File: config.mk
export PLATFORM = sky130hd
export DESIGN_NAME = pid_controller_step_top_flat
export DESIGN_NICKNAME = d
export VERILOG_FILES = /design/src/hdl/pidc_pkg.sv /design/src/hdl/pidc_req_if.sv /design/src/hdl/pidc_rsp_if.sv /design/src/hdl/pid_controller_step_top.sv /design/src/flat_wrapper.sv
export SDC_FILE = /design/constraint.sdc
export NUM_CORES = 2
export LEC_CHECK = 0
export ABC_AREA = 1
export BUFFER_PORTS_ARGS = -buffer_cell sky130_fd_sc_hd__clkbuf_2
export CAP_MARGIN = 15
export CORE_MARGIN = 2
export CORE_UTILIZATION = 40
export DETAILED_ROUTE_END_ITERATION = 16
export GPL_TIMING_DRIVEN = 1
export PLACE_DENSITY_LB_ADDON = 0.12
export SLEW_MARGIN = 20
export SYNTH_ARGS = -nofsm -noshare
export SYNTH_HDL_FRONTEND = slang
export SYNTH_SLANG_ARGS = --single-unit
File: constraint.sdc
create_clock -name clock -period 41.5 [get_ports clock]
set_input_delay 8.3 -clock clock [delete_from_list [all_inputs] [get_ports clock]]
set_output_delay 8.3 -clock clock [all_outputs]
set_load 0.01 [all_outputs]
File: src/hdl/pidc_pkg.sv
package pidc_pkg;

   // configuration register indexes
   localparam int CSR_INDEX_WIDTH = 3;
   localparam logic [CSR_INDEX_WIDTH-1:0] CSR_SETPOINT   = 3'd0;
   localparam logic [CSR_INDEX_WIDTH-1:0] CSR_LIMIT_LOW  = 3'd1;
   localparam logic [CSR_INDEX_WIDTH-1:0] CSR_LIMIT_HIGH = 3'd2;
   localparam logic [CSR_INDEX_WIDTH-1:0] CSR_GAIN_P     = 3'd3;
   localparam logic [CSR_INDEX_WIDTH-1:0] CSR_GAIN_I     = 3'd4;
   localparam logic [CSR_INDEX_WIDTH-1:0] CSR_GAIN_D     = 3'd5;

   // proportional gain after reset: 1.0 in Q8.8
   localparam int GAIN_P_RESET = 256;

   // product terms saturate at +/- 2^61 before summing
   localparam int TERM_SAT_BITS = 61;

endpackage

File: src/hdl/pidc_req_if.sv
interface pidc_req_if #(
   parameter int DATA_WIDTH = 16
) ();
   logic                         valid;
   logic                         ready;
   logic signed [DATA_WIDTH-1:0] sample;

   modport source (output valid, output sample, input ready);
   modport sink   (input valid, input sample, output ready);
endinterface

File: src/hdl/pidc_rsp_if.sv
interface pidc_rsp_if #(
   parameter int DATA_WIDTH = 16
) ();
   logic                         valid;
   logic                         ready;
   logic signed [DATA_WIDTH-1:0] drive;

   modport source (output valid, output drive, input ready);
   modport sink   (input valid, input drive, output ready);
endinterface

File: src/hdl/pid_controller_step_top.sv
// PID controller step: each sample item on req yields one drive item on rsp.
// error = setpoint - sample; the integral adds (gain_i*error)>>>F and is clamped to
// [limit_low, limit_high]; drive = clamp((gain_p*error)>>>F + integral
// - (gain_d*(sample - previous sample))>>>F), gains signed Q.F with F = GAIN_FRAC_BITS.
// Throughput is one item per clock unless rsp stalls; an item waits in sample_ff
// and enters the rsp register when it fires. The rate is set by the combinational
// loop through the three multipliers, the integral add and clamp, and the output
// add and clamp, which updates the integral and previous sample before the next
// item is evaluated. Registers are written through csr_* and should only change
// while no item is in flight.
module pid_controller_step_top #(
   parameter int DATA_WIDTH     = 16,
   parameter int GAIN_FRAC_BITS = 8
) (
   input  logic                                  clock,
   input  logic                                  reset,
   pidc_req_if.sink                              req,
   pidc_rsp_if.source                            rsp,
   input  logic                                  csr_write_enable,
   input  logic [pidc_pkg::CSR_INDEX_WIDTH-1:0]  csr_index,
   input  logic [DATA_WIDTH-1:0]                 csr_write_data
);

   localparam int DW = DATA_WIDTH;
   localparam int F  = GAIN_FRAC_BITS;
   // exact product of a DW-bit gain and a (DW+1)-bit difference
   localparam int PW = 2 * DW + 1;
   // width of a shifted product term before saturation, at least the sign bit
   localparam int TW = (2 * DW - F > 1) ? 2 * DW - F : 1;
   // width after saturation at +/- 2^61
   localparam int CW = (TW > pidc_pkg::TERM_SAT_BITS + 1) ? pidc_pkg::TERM_SAT_BITS + 2 : TW;
   localparam int MW = (CW > DW) ? CW : DW;
   localparam int SW = MW + 2;

   localparam int LANES  = 3;
   localparam int LANE_I = 0;
   localparam int LANE_P = 1;
   localparam int LANE_D = 2;

   // configuration registers
   logic signed [DW-1:0] setpoint_ff;
   logic signed [DW-1:0] limit_low_ff;
   logic signed [DW-1:0] limit_high_ff;
   logic signed [DW-1:0] gain_p_ff;
   logic signed [DW-1:0] gain_i_ff;
   logic signed [DW-1:0] gain_d_ff;

   // controller state
   logic signed [DW-1:0] integral_ff, integral_in;
   logic signed [DW-1:0] prev_sample_ff;

   // input stage and result stage
   logic                 in_valid_ff, in_valid_in;
   logic signed [DW-1:0] sample_ff;
   logic                 out_valid_ff, out_valid_in;
   logic signed [DW-1:0] drive_ff, drive_in;

   logic                 req_take;
   logic                 advance;
   logic                 fire;

   logic signed [DW:0]   error_val;
   logic signed [DW:0]   delta_val;
   logic signed [DW-1:0] lane_gain [LANES];
   logic signed [DW:0]   lane_arg  [LANES];
   logic signed [CW-1:0] lane_term [LANES];

   logic signed [SW-1:0] integ_sum;
   logic signed [SW-1:0] total_sum;
   logic signed [SW-1:0] lo_ext;
   logic signed [SW-1:0] hi_ext;
   logic signed [DW-1:0] drive_val;

   // handshake
   assign advance   = !out_valid_ff || rsp.ready;
   assign fire      = in_valid_ff && advance;
   assign req.ready = !in_valid_ff || advance;
   assign req_take  = req.valid && req.ready;

   assign rsp.valid = out_valid_ff;
   assign rsp.drive = drive_ff;

   // configuration writes, out-of-range index ignored
   always_ff @(posedge clock) begin
      if (reset) begin
         setpoint_ff   <= '0;
         limit_low_ff  <= {1'b1, {(DW-1){1'b0}}};
         limit_high_ff <= {1'b0, {(DW-1){1'b1}}};
         gain_p_ff     <= DW'(pidc_pkg::GAIN_P_RESET);
         gain_i_ff     <= '0;
         gain_d_ff     <= '0;
      end else if (csr_write_enable) begin
         unique case (csr_index)
            pidc_pkg::CSR_SETPOINT:   setpoint_ff   <= csr_write_data;
            pidc_pkg::CSR_LIMIT_LOW:  limit_low_ff  <= csr_write_data;
            pidc_pkg::CSR_LIMIT_HIGH: limit_high_ff <= csr_write_data;
            pidc_pkg::CSR_GAIN_P:     gain_p_ff     <= csr_write_data;
            pidc_pkg::CSR_GAIN_I:     gain_i_ff     <= csr_write_data;
            pidc_pkg::CSR_GAIN_D:     gain_d_ff     <= csr_write_data;
            default: begin
            end
         endcase
      end
   end

   // error against setpoint, derivative on the measurement
   assign error_val = (DW+1)'(setpoint_ff) - (DW+1)'(sample_ff);
   assign delta_val = (DW+1)'(sample_ff) - (DW+1)'(prev_sample_ff);

   assign lane_gain[LANE_I] = gain_i_ff;
   assign lane_gain[LANE_P] = gain_p_ff;
   assign lane_gain[LANE_D] = gain_d_ff;
   assign lane_arg[LANE_I]  = error_val;
   assign lane_arg[LANE_P]  = error_val;
   assign lane_arg[LANE_D]  = delta_val;

   // one multiplier per term, floor shift, saturation for very wide terms
   for (genvar g = 0; g < LANES; g++) begin : g_lane
      logic signed [PW-1:0] prod;
      logic signed [PW-1:0] shifted;
      logic signed [TW-1:0] term;

      assign prod    = lane_gain[g] * lane_arg[g];
      assign shifted = prod >>> F;
      assign term    = shifted[TW-1:0];

      if (TW > pidc_pkg::TERM_SAT_BITS + 1) begin : g_sat
         localparam logic signed [TW-1:0] TERM_HI =
            TW'(64'sd1 <<< pidc_pkg::TERM_SAT_BITS);
         localparam logic signed [TW-1:0] TERM_LO = -TERM_HI;
         logic signed [TW-1:0] sat;
         always_comb begin
            if (term > TERM_HI) begin
               sat = TERM_HI;
            end else if (term < TERM_LO) begin
               sat = TERM_LO;
            end else begin
               sat = term;
            end
         end
         assign lane_term[g] = sat[CW-1:0];
      end else begin : g_nosat
         assign lane_term[g] = term;
      end
   end

   assign lo_ext = SW'(limit_low_ff);
   assign hi_ext = SW'(limit_high_ff);

   // integral update with anti-windup clamp, then output sum and clamp
   always_comb begin
      integ_sum = SW'(integral_ff) + SW'(lane_term[LANE_I]);
      if (integ_sum > hi_ext) begin
         integral_in = limit_high_ff;
      end else if (integ_sum < lo_ext) begin
         integral_in = limit_low_ff;
      end else begin
         integral_in = integ_sum[DW-1:0];
      end

      total_sum = SW'(lane_term[LANE_P]) + SW'(integral_in) - SW'(lane_term[LANE_D]);
      if (total_sum > hi_ext) begin
         drive_val = limit_high_ff;
      end else if (total_sum < lo_ext) begin
         drive_val = limit_low_ff;
      end else begin
         drive_val = total_sum[DW-1:0];
      end
   end

   // next values of the stage valids and the result
   always_comb begin
      in_valid_in = in_valid_ff;
      if (req_take) begin
         in_valid_in = 1'b1;
      end else if (fire) begin
         in_valid_in = 1'b0;
      end

      out_valid_in = out_valid_ff;
      if (fire) begin
         out_valid_in = 1'b1;
      end else if (rsp.ready) begin
         out_valid_in = 1'b0;
      end

      drive_in = fire ? drive_val : drive_ff;
   end

   // control and state registers
   always_ff @(posedge clock) begin
      if (reset) begin
         in_valid_ff    <= 1'b0;
         out_valid_ff   <= 1'b0;
         integral_ff    <= '0;
         prev_sample_ff <= '0;
      end else begin
         in_valid_ff  <= in_valid_in;
         out_valid_ff <= out_valid_in;
         if (fire) begin
            integral_ff    <= integral_in;
            prev_sample_ff <= sample_ff;
         end
      end
   end

   // payload registers
   always_ff @(posedge clock) begin
      if (req_take) begin
         sample_ff <= req.sample;
      end
      drive_ff <= drive_in;
   end

endmodule
File: src/flat_wrapper.sv
// flat-port wrapper written by rule: the top's interface ports become plain ports
module pid_controller_step_top_flat 
#(
   parameter int DATA_WIDTH     = 16,
   parameter int GAIN_FRAC_BITS = 8
)
  (clock, reset, csr_write_enable, csr_index, csr_write_data, req_valid, req_sample, req_ready, rsp_valid, rsp_drive, rsp_ready);
  pidc_req_if #(.DATA_WIDTH(DATA_WIDTH)) req_i ();
  pidc_rsp_if #(.DATA_WIDTH(DATA_WIDTH)) rsp_i ();
  input  logic clock;
  input  logic reset;
  input  logic csr_write_enable;
  input  logic [pidc_pkg::CSR_INDEX_WIDTH-1:0] csr_index;
  input  logic [DATA_WIDTH-1:0] csr_write_data;
  input wire logic [$bits(req_i.valid)-1:0] req_valid;
  input wire logic [$bits(req_i.sample)-1:0] req_sample;
  output wire logic [$bits(req_i.ready)-1:0] req_ready;
  output wire logic [$bits(rsp_i.valid)-1:0] rsp_valid;
  output wire logic [$bits(rsp_i.drive)-1:0] rsp_drive;
  input wire logic [$bits(rsp_i.ready)-1:0] rsp_ready;
  assign req_i.valid = req_valid;
  assign req_i.sample = req_sample;
  assign req_ready = req_i.ready;
  assign rsp_valid = rsp_i.valid;
  assign rsp_drive = rsp_i.drive;
  assign rsp_i.ready = rsp_ready;
  pid_controller_step_top #(.DATA_WIDTH(DATA_WIDTH), .GAIN_FRAC_BITS(GAIN_FRAC_BITS)) u_core (.clock(clock), .reset(reset), .req(req_i), .rsp(rsp_i), .csr_write_enable(csr_write_enable), .csr_index(csr_index), .csr_write_data(csr_write_data));
endmodule
==> reports/qor.yml <==
outcome:
  run_status: "finished, final reports clean"
yosys:
  yosys_warnings: 0
  most_used_flip_flop_cell_after_synthesis: "sky130_fd_sc_hd__dfxtp_1"
  cell_count_after_synthesis: 5677
  post-synth-top-area-fraction_pct: 37.78
  syn-cell-area_um2: 44190
  seq_area_frac_synth_pct: 8.063
  synth.lib_cells_used.distinct: 56
  avgSynthCellArea_um2: 7.785
  asyncSetResetFlopFracSynth_pct: 0
  synth.top_cells.by_area: "sky130_fd_sc_hd__fa_1 38%, sky130_fd_sc_hd__ha_1 12%, sky130_fd_sc_hd__inv_1 11%"
  postSynthRegisterBits: 162
  number_of_enable_flip_flop_cells_after_synthesis: 32
  synthesis.nets: 6973
  synth.largest_area_cell: "sky130_fd_sc_hd__fa_1"
timing:
  normalized_max_slew_margin_pct: 29.11
  hold_viol: 0
  tightest_slew_ns: 1.062
  layout_min_cycle_time_ns: 16.98
  timing.setup.tns_ns: 0
  final_min_period_over_clock_period_pct: 40.91
  clock.fmax_ghz: 0.05890
  report.final.slew_viol_count: 0
  setup_violations: 0
  setup_repair_after_global_routing_missed_its_margin: "false"
  skew_ns: 0.02364
setup_path:
  crit_path_max_fanout: 3
  cp-end-kind: "primary output"
  worst_path_required_ns: 33.20
  cp_data_arrival_time_ns: 8.68
  setup.worst_path.class: "in -> out"
  timing.critical_path.from_type: "primary input"
cts:
  clock_path_buffers: 2
  cts-hold-fix-buffers: 0
  cts_buffers: 17
  cts_setup_buffers: 0
  clock_sink_count: 162
  clk_root_buffer_cell: "sky130_fd_sc_hd__clkbuf_16"
  cts-htree-levels: 4
  reg_clk_slew_reported_paths_ns: 0.08
  cts-resized-gates: 0
  cts_tree: "built"
  worst_skew_late_latency_ns: 0.50
floorplanning:
  die_h_um: 336.4
  fp.coreArea_um2: 109200
  io-pin-count: 58
  placement_rows: 121
  die_area_um2: 113200
  die_x_um: 336.4
  floorplan.initialDensity_pct: 40.49
detailed_routing:
  initialDrtViolationCount: 2671
  drt_pass1_iterations: 5
  drt-wirelength-per-cell_um: 20.39
  drt.antenna.violating_nets: 0
  remaining_drc_errors: 0
  drt_wl_total_um: 145100
  viasPerCell: 5.111
  via_count: 36385
global_route:
  grt_overflow_total: 0
  grt_first_pass_wirelength_um: 227800
  vias_in_the_first_global_route: 37601
  grt.total_usage_pct: 26.85
  grt_max_degree: 57
  grt_antenna_before_repair: 10
finish:
  fillers: 11336
  design.final.nets: 6922
  postLayoutCellArea_um2: 46520
  post_route_cells_drive_above_1_share_pct: 4.079
  syn2layout_area_growth_pct: 5.257
min_path:
  min_path_type: "reg -> reg"
placement:
  io_buf_count: 57
  detailedPlacementHpwl_um: 116900
  placed_area_um2: 45890
  weighted_congestion_at_the_end_of_routability_driven_global_placement: 0.9228
job:
  max-cap-violations: 0
## final cells by class
type                    count  area (um2)  area share, %
diodes                      4       10.01        0.02152
clock buffers              18       450.4         0.9683
clock inverters            14       172.7         0.3712
inverters                1329        4996          10.74
multi-input cells        4029       34970          75.17
flip-flops and latches    162        3563          7.660
well taps                1476        1847          3.970
repair buffers             87       510.5          1.097
## critical path, stage by stage
cell and delay, ns:
sky130_fd_sc_hd__clkbuf_2 0.08, sky130_fd_sc_hd__inv_1 0.06, sky130_fd_sc_hd__nand3_1 0.10, sky130_fd_sc_hd__clkbuf_2 0.14
## per-stage QoR
step / utilization [%] / setup WS (ns) / instances / hold slack, ns
floorplan: - / 24.72 / 5677 / 0.4331
global placement: 42.04 / 24.48 / 7083 / 0.4451
detailed placement: 42.04 / 24.52 / 7083 / 0.4557
CTS: 42.61 / 24.52 / 7115 / 0.4676
global route: 42.61 / 23.62 / 7118 / 0.4761
finish: 42.62 / 24.52 / 7119 / 0.4623
## sequential cells by signal (all words and copies together) (netlist names)
signal / cells
u_core.setpoint_ff: 16
u_core.rsp.drive: 16
u_core.gain_i_ff: 16
u_core.prev_sample_ff: 16
u_core.in_valid_ff: 1
u_core.gain_p_ff: 16
u_core.rsp.valid: 1
u_core.gain_d_ff: 16
u_core.sample_ff: 16
u_core.limit_high_ff: 16
u_core.limit_low_ff: 16
u_core.integral_ff: 16
## metal layers
metal | up-vias | wire [um] | global-route usage (%)
li1 | 17064 | - | -
met1 | 18097 | 66780 | 38.67
met2 | 1079 | 64800 | 42.21
met3 | 145 | 10030 | 4.262
met4 | 0 | 3526 | 6.335
met5 | - | 0 | 0
## cell usage in the layout (no fill, tap or decap), types with 7 or more instances in the layout
cell type,netlist,final
sky130_fd_sc_hd__ha_1,422,422
sky130_fd_sc_hd__or2_1,7,7
sky130_fd_sc_hd__edfxtp_1,32,32
sky130_fd_sc_hd__and2_1,16,16
sky130_fd_sc_hd__or2_2,21,21
sky130_fd_sc_hd__nor4_1,12,12
sky130_fd_sc_hd__o21bai_1,11,11
sky130_fd_sc_hd__buf_4,7,30
sky130_fd_sc_hd__clkinv_1,16,16
sky130_fd_sc_hd__inv_2,15,16
sky130_fd_sc_hd__a21oi_1,282,282
sky130_fd_sc_hd__xor2_1,87,87
sky130_fd_sc_hd__a21o_1,30,30
sky130_fd_sc_hd__xnor2_1,48,47
sky130_fd_sc_hd__dfxtp_1,130,130
sky130_fd_sc_hd__o21ai_0,174,174
sky130_fd_sc_hd__nor3_1,33,33
sky130_fd_sc_hd__nor2_1,567,565
sky130_fd_sc_hd__o211ai_1,27,27
sky130_fd_sc_hd__nand2_2,30,30
sky130_fd_sc_hd__clkbuf_16,0,18
sky130_fd_sc_hd__nand4_1,28,28
sky130_fd_sc_hd__nand3b_1,13,13
sky130_fd_sc_hd__o21a_1,7,7
sky130_fd_sc_hd__nand2_1,1052,1052
sky130_fd_sc_hd__nand3_1,240,240
sky130_fd_sc_hd__nor2_2,13,15
sky130_fd_sc_hd__o21ai_1,9,9
sky130_fd_sc_hd__a31oi_1,13,13
sky130_fd_sc_hd__inv_1,1295,1294
sky130_fd_sc_hd__fa_1,834,834
sky130_fd_sc_hd__clkbuf_2,0,57
## path summary, 6_finish.rpt
check | start | to | slack, ns | cells after the start
worst max-delay path | rsp_ready | req_ready | 24.52 | 4
worst min-delay path | u_core.prev_sample_ff[13] | u_core.prev_sample_ff[13] | 0.46 | 2
worst max register to register | u_core.sample_ff[1] | u_core.rsp.drive[9] | 25.08 | 80
worst min register to register | u_core.prev_sample_ff[13] | u_core.prev_sample_ff[13] | 0.46 | 2
## synthesized netlist by cell type (13+ instances only)
| cell type | number |
|---|---|
| sky130_fd_sc_hd__dfxtp_1 | 130 |
| sky130_fd_sc_hd__nand4_1 | 28 |
| sky130_fd_sc_hd__buf_2 | 27 |
| sky130_fd_sc_hd__xor2_1 | 87 |
| sky130_fd_sc_hd__nand3b_1 | 13 |
| sky130_fd_sc_hd__nor3_1 | 33 |
| sky130_fd_sc_hd__inv_1 | 1295 |
| sky130_fd_sc_hd__o21ai_0 | 174 |
| sky130_fd_sc_hd__edfxtp_1 | 32 |
| sky130_fd_sc_hd__nand2_2 | 30 |
| sky130_fd_sc_hd__and2_1 | 16 |
| sky130_fd_sc_hd__nor2_1 | 567 |
| sky130_fd_sc_hd__fa_1 | 834 |
| sky130_fd_sc_hd__or2_2 | 21 |
| sky130_fd_sc_hd__inv_2 | 15 |
| sky130_fd_sc_hd__xnor2_1 | 48 |
| sky130_fd_sc_hd__clkinv_1 | 16 |
| sky130_fd_sc_hd__a21o_1 | 30 |
| sky130_fd_sc_hd__o211ai_1 | 27 |
| sky130_fd_sc_hd__a31oi_1 | 13 |
| sky130_fd_sc_hd__nand3_1 | 240 |
| sky130_fd_sc_hd__ha_1 | 422 |
| sky130_fd_sc_hd__nand2_1 | 1052 |
| sky130_fd_sc_hd__a21oi_1 | 282 |
| sky130_fd_sc_hd__clkbuf_1 | 112 |
| sky130_fd_sc_hd__nor2_2 | 13 |
## cells by family (layout without fill, tap and decap cells)
| group | after synthesis | in the layout | share of synthesized area [%] |
|---|---|---|---|
| DFF | 162 | 162 | 8.063 |
| other | 0 | 4 | 0 |
| xor gates and xnor gates | 135 | 135 | 2.675 |
| AOI/OAI and AO/OA | 591 | 591 | 7.471 |
| and+or+nand+nor | 2047 | 2047 | 19.22 |
| buffers and inverters | 1486 | 1448 | 12.84 |
| adders and majority gates | 1256 | 1256 | 49.73 |
Power is left out: the tool's default activity adds up to more than one toggle a clock period on the data nets, which glitch-free logic cannot reach.
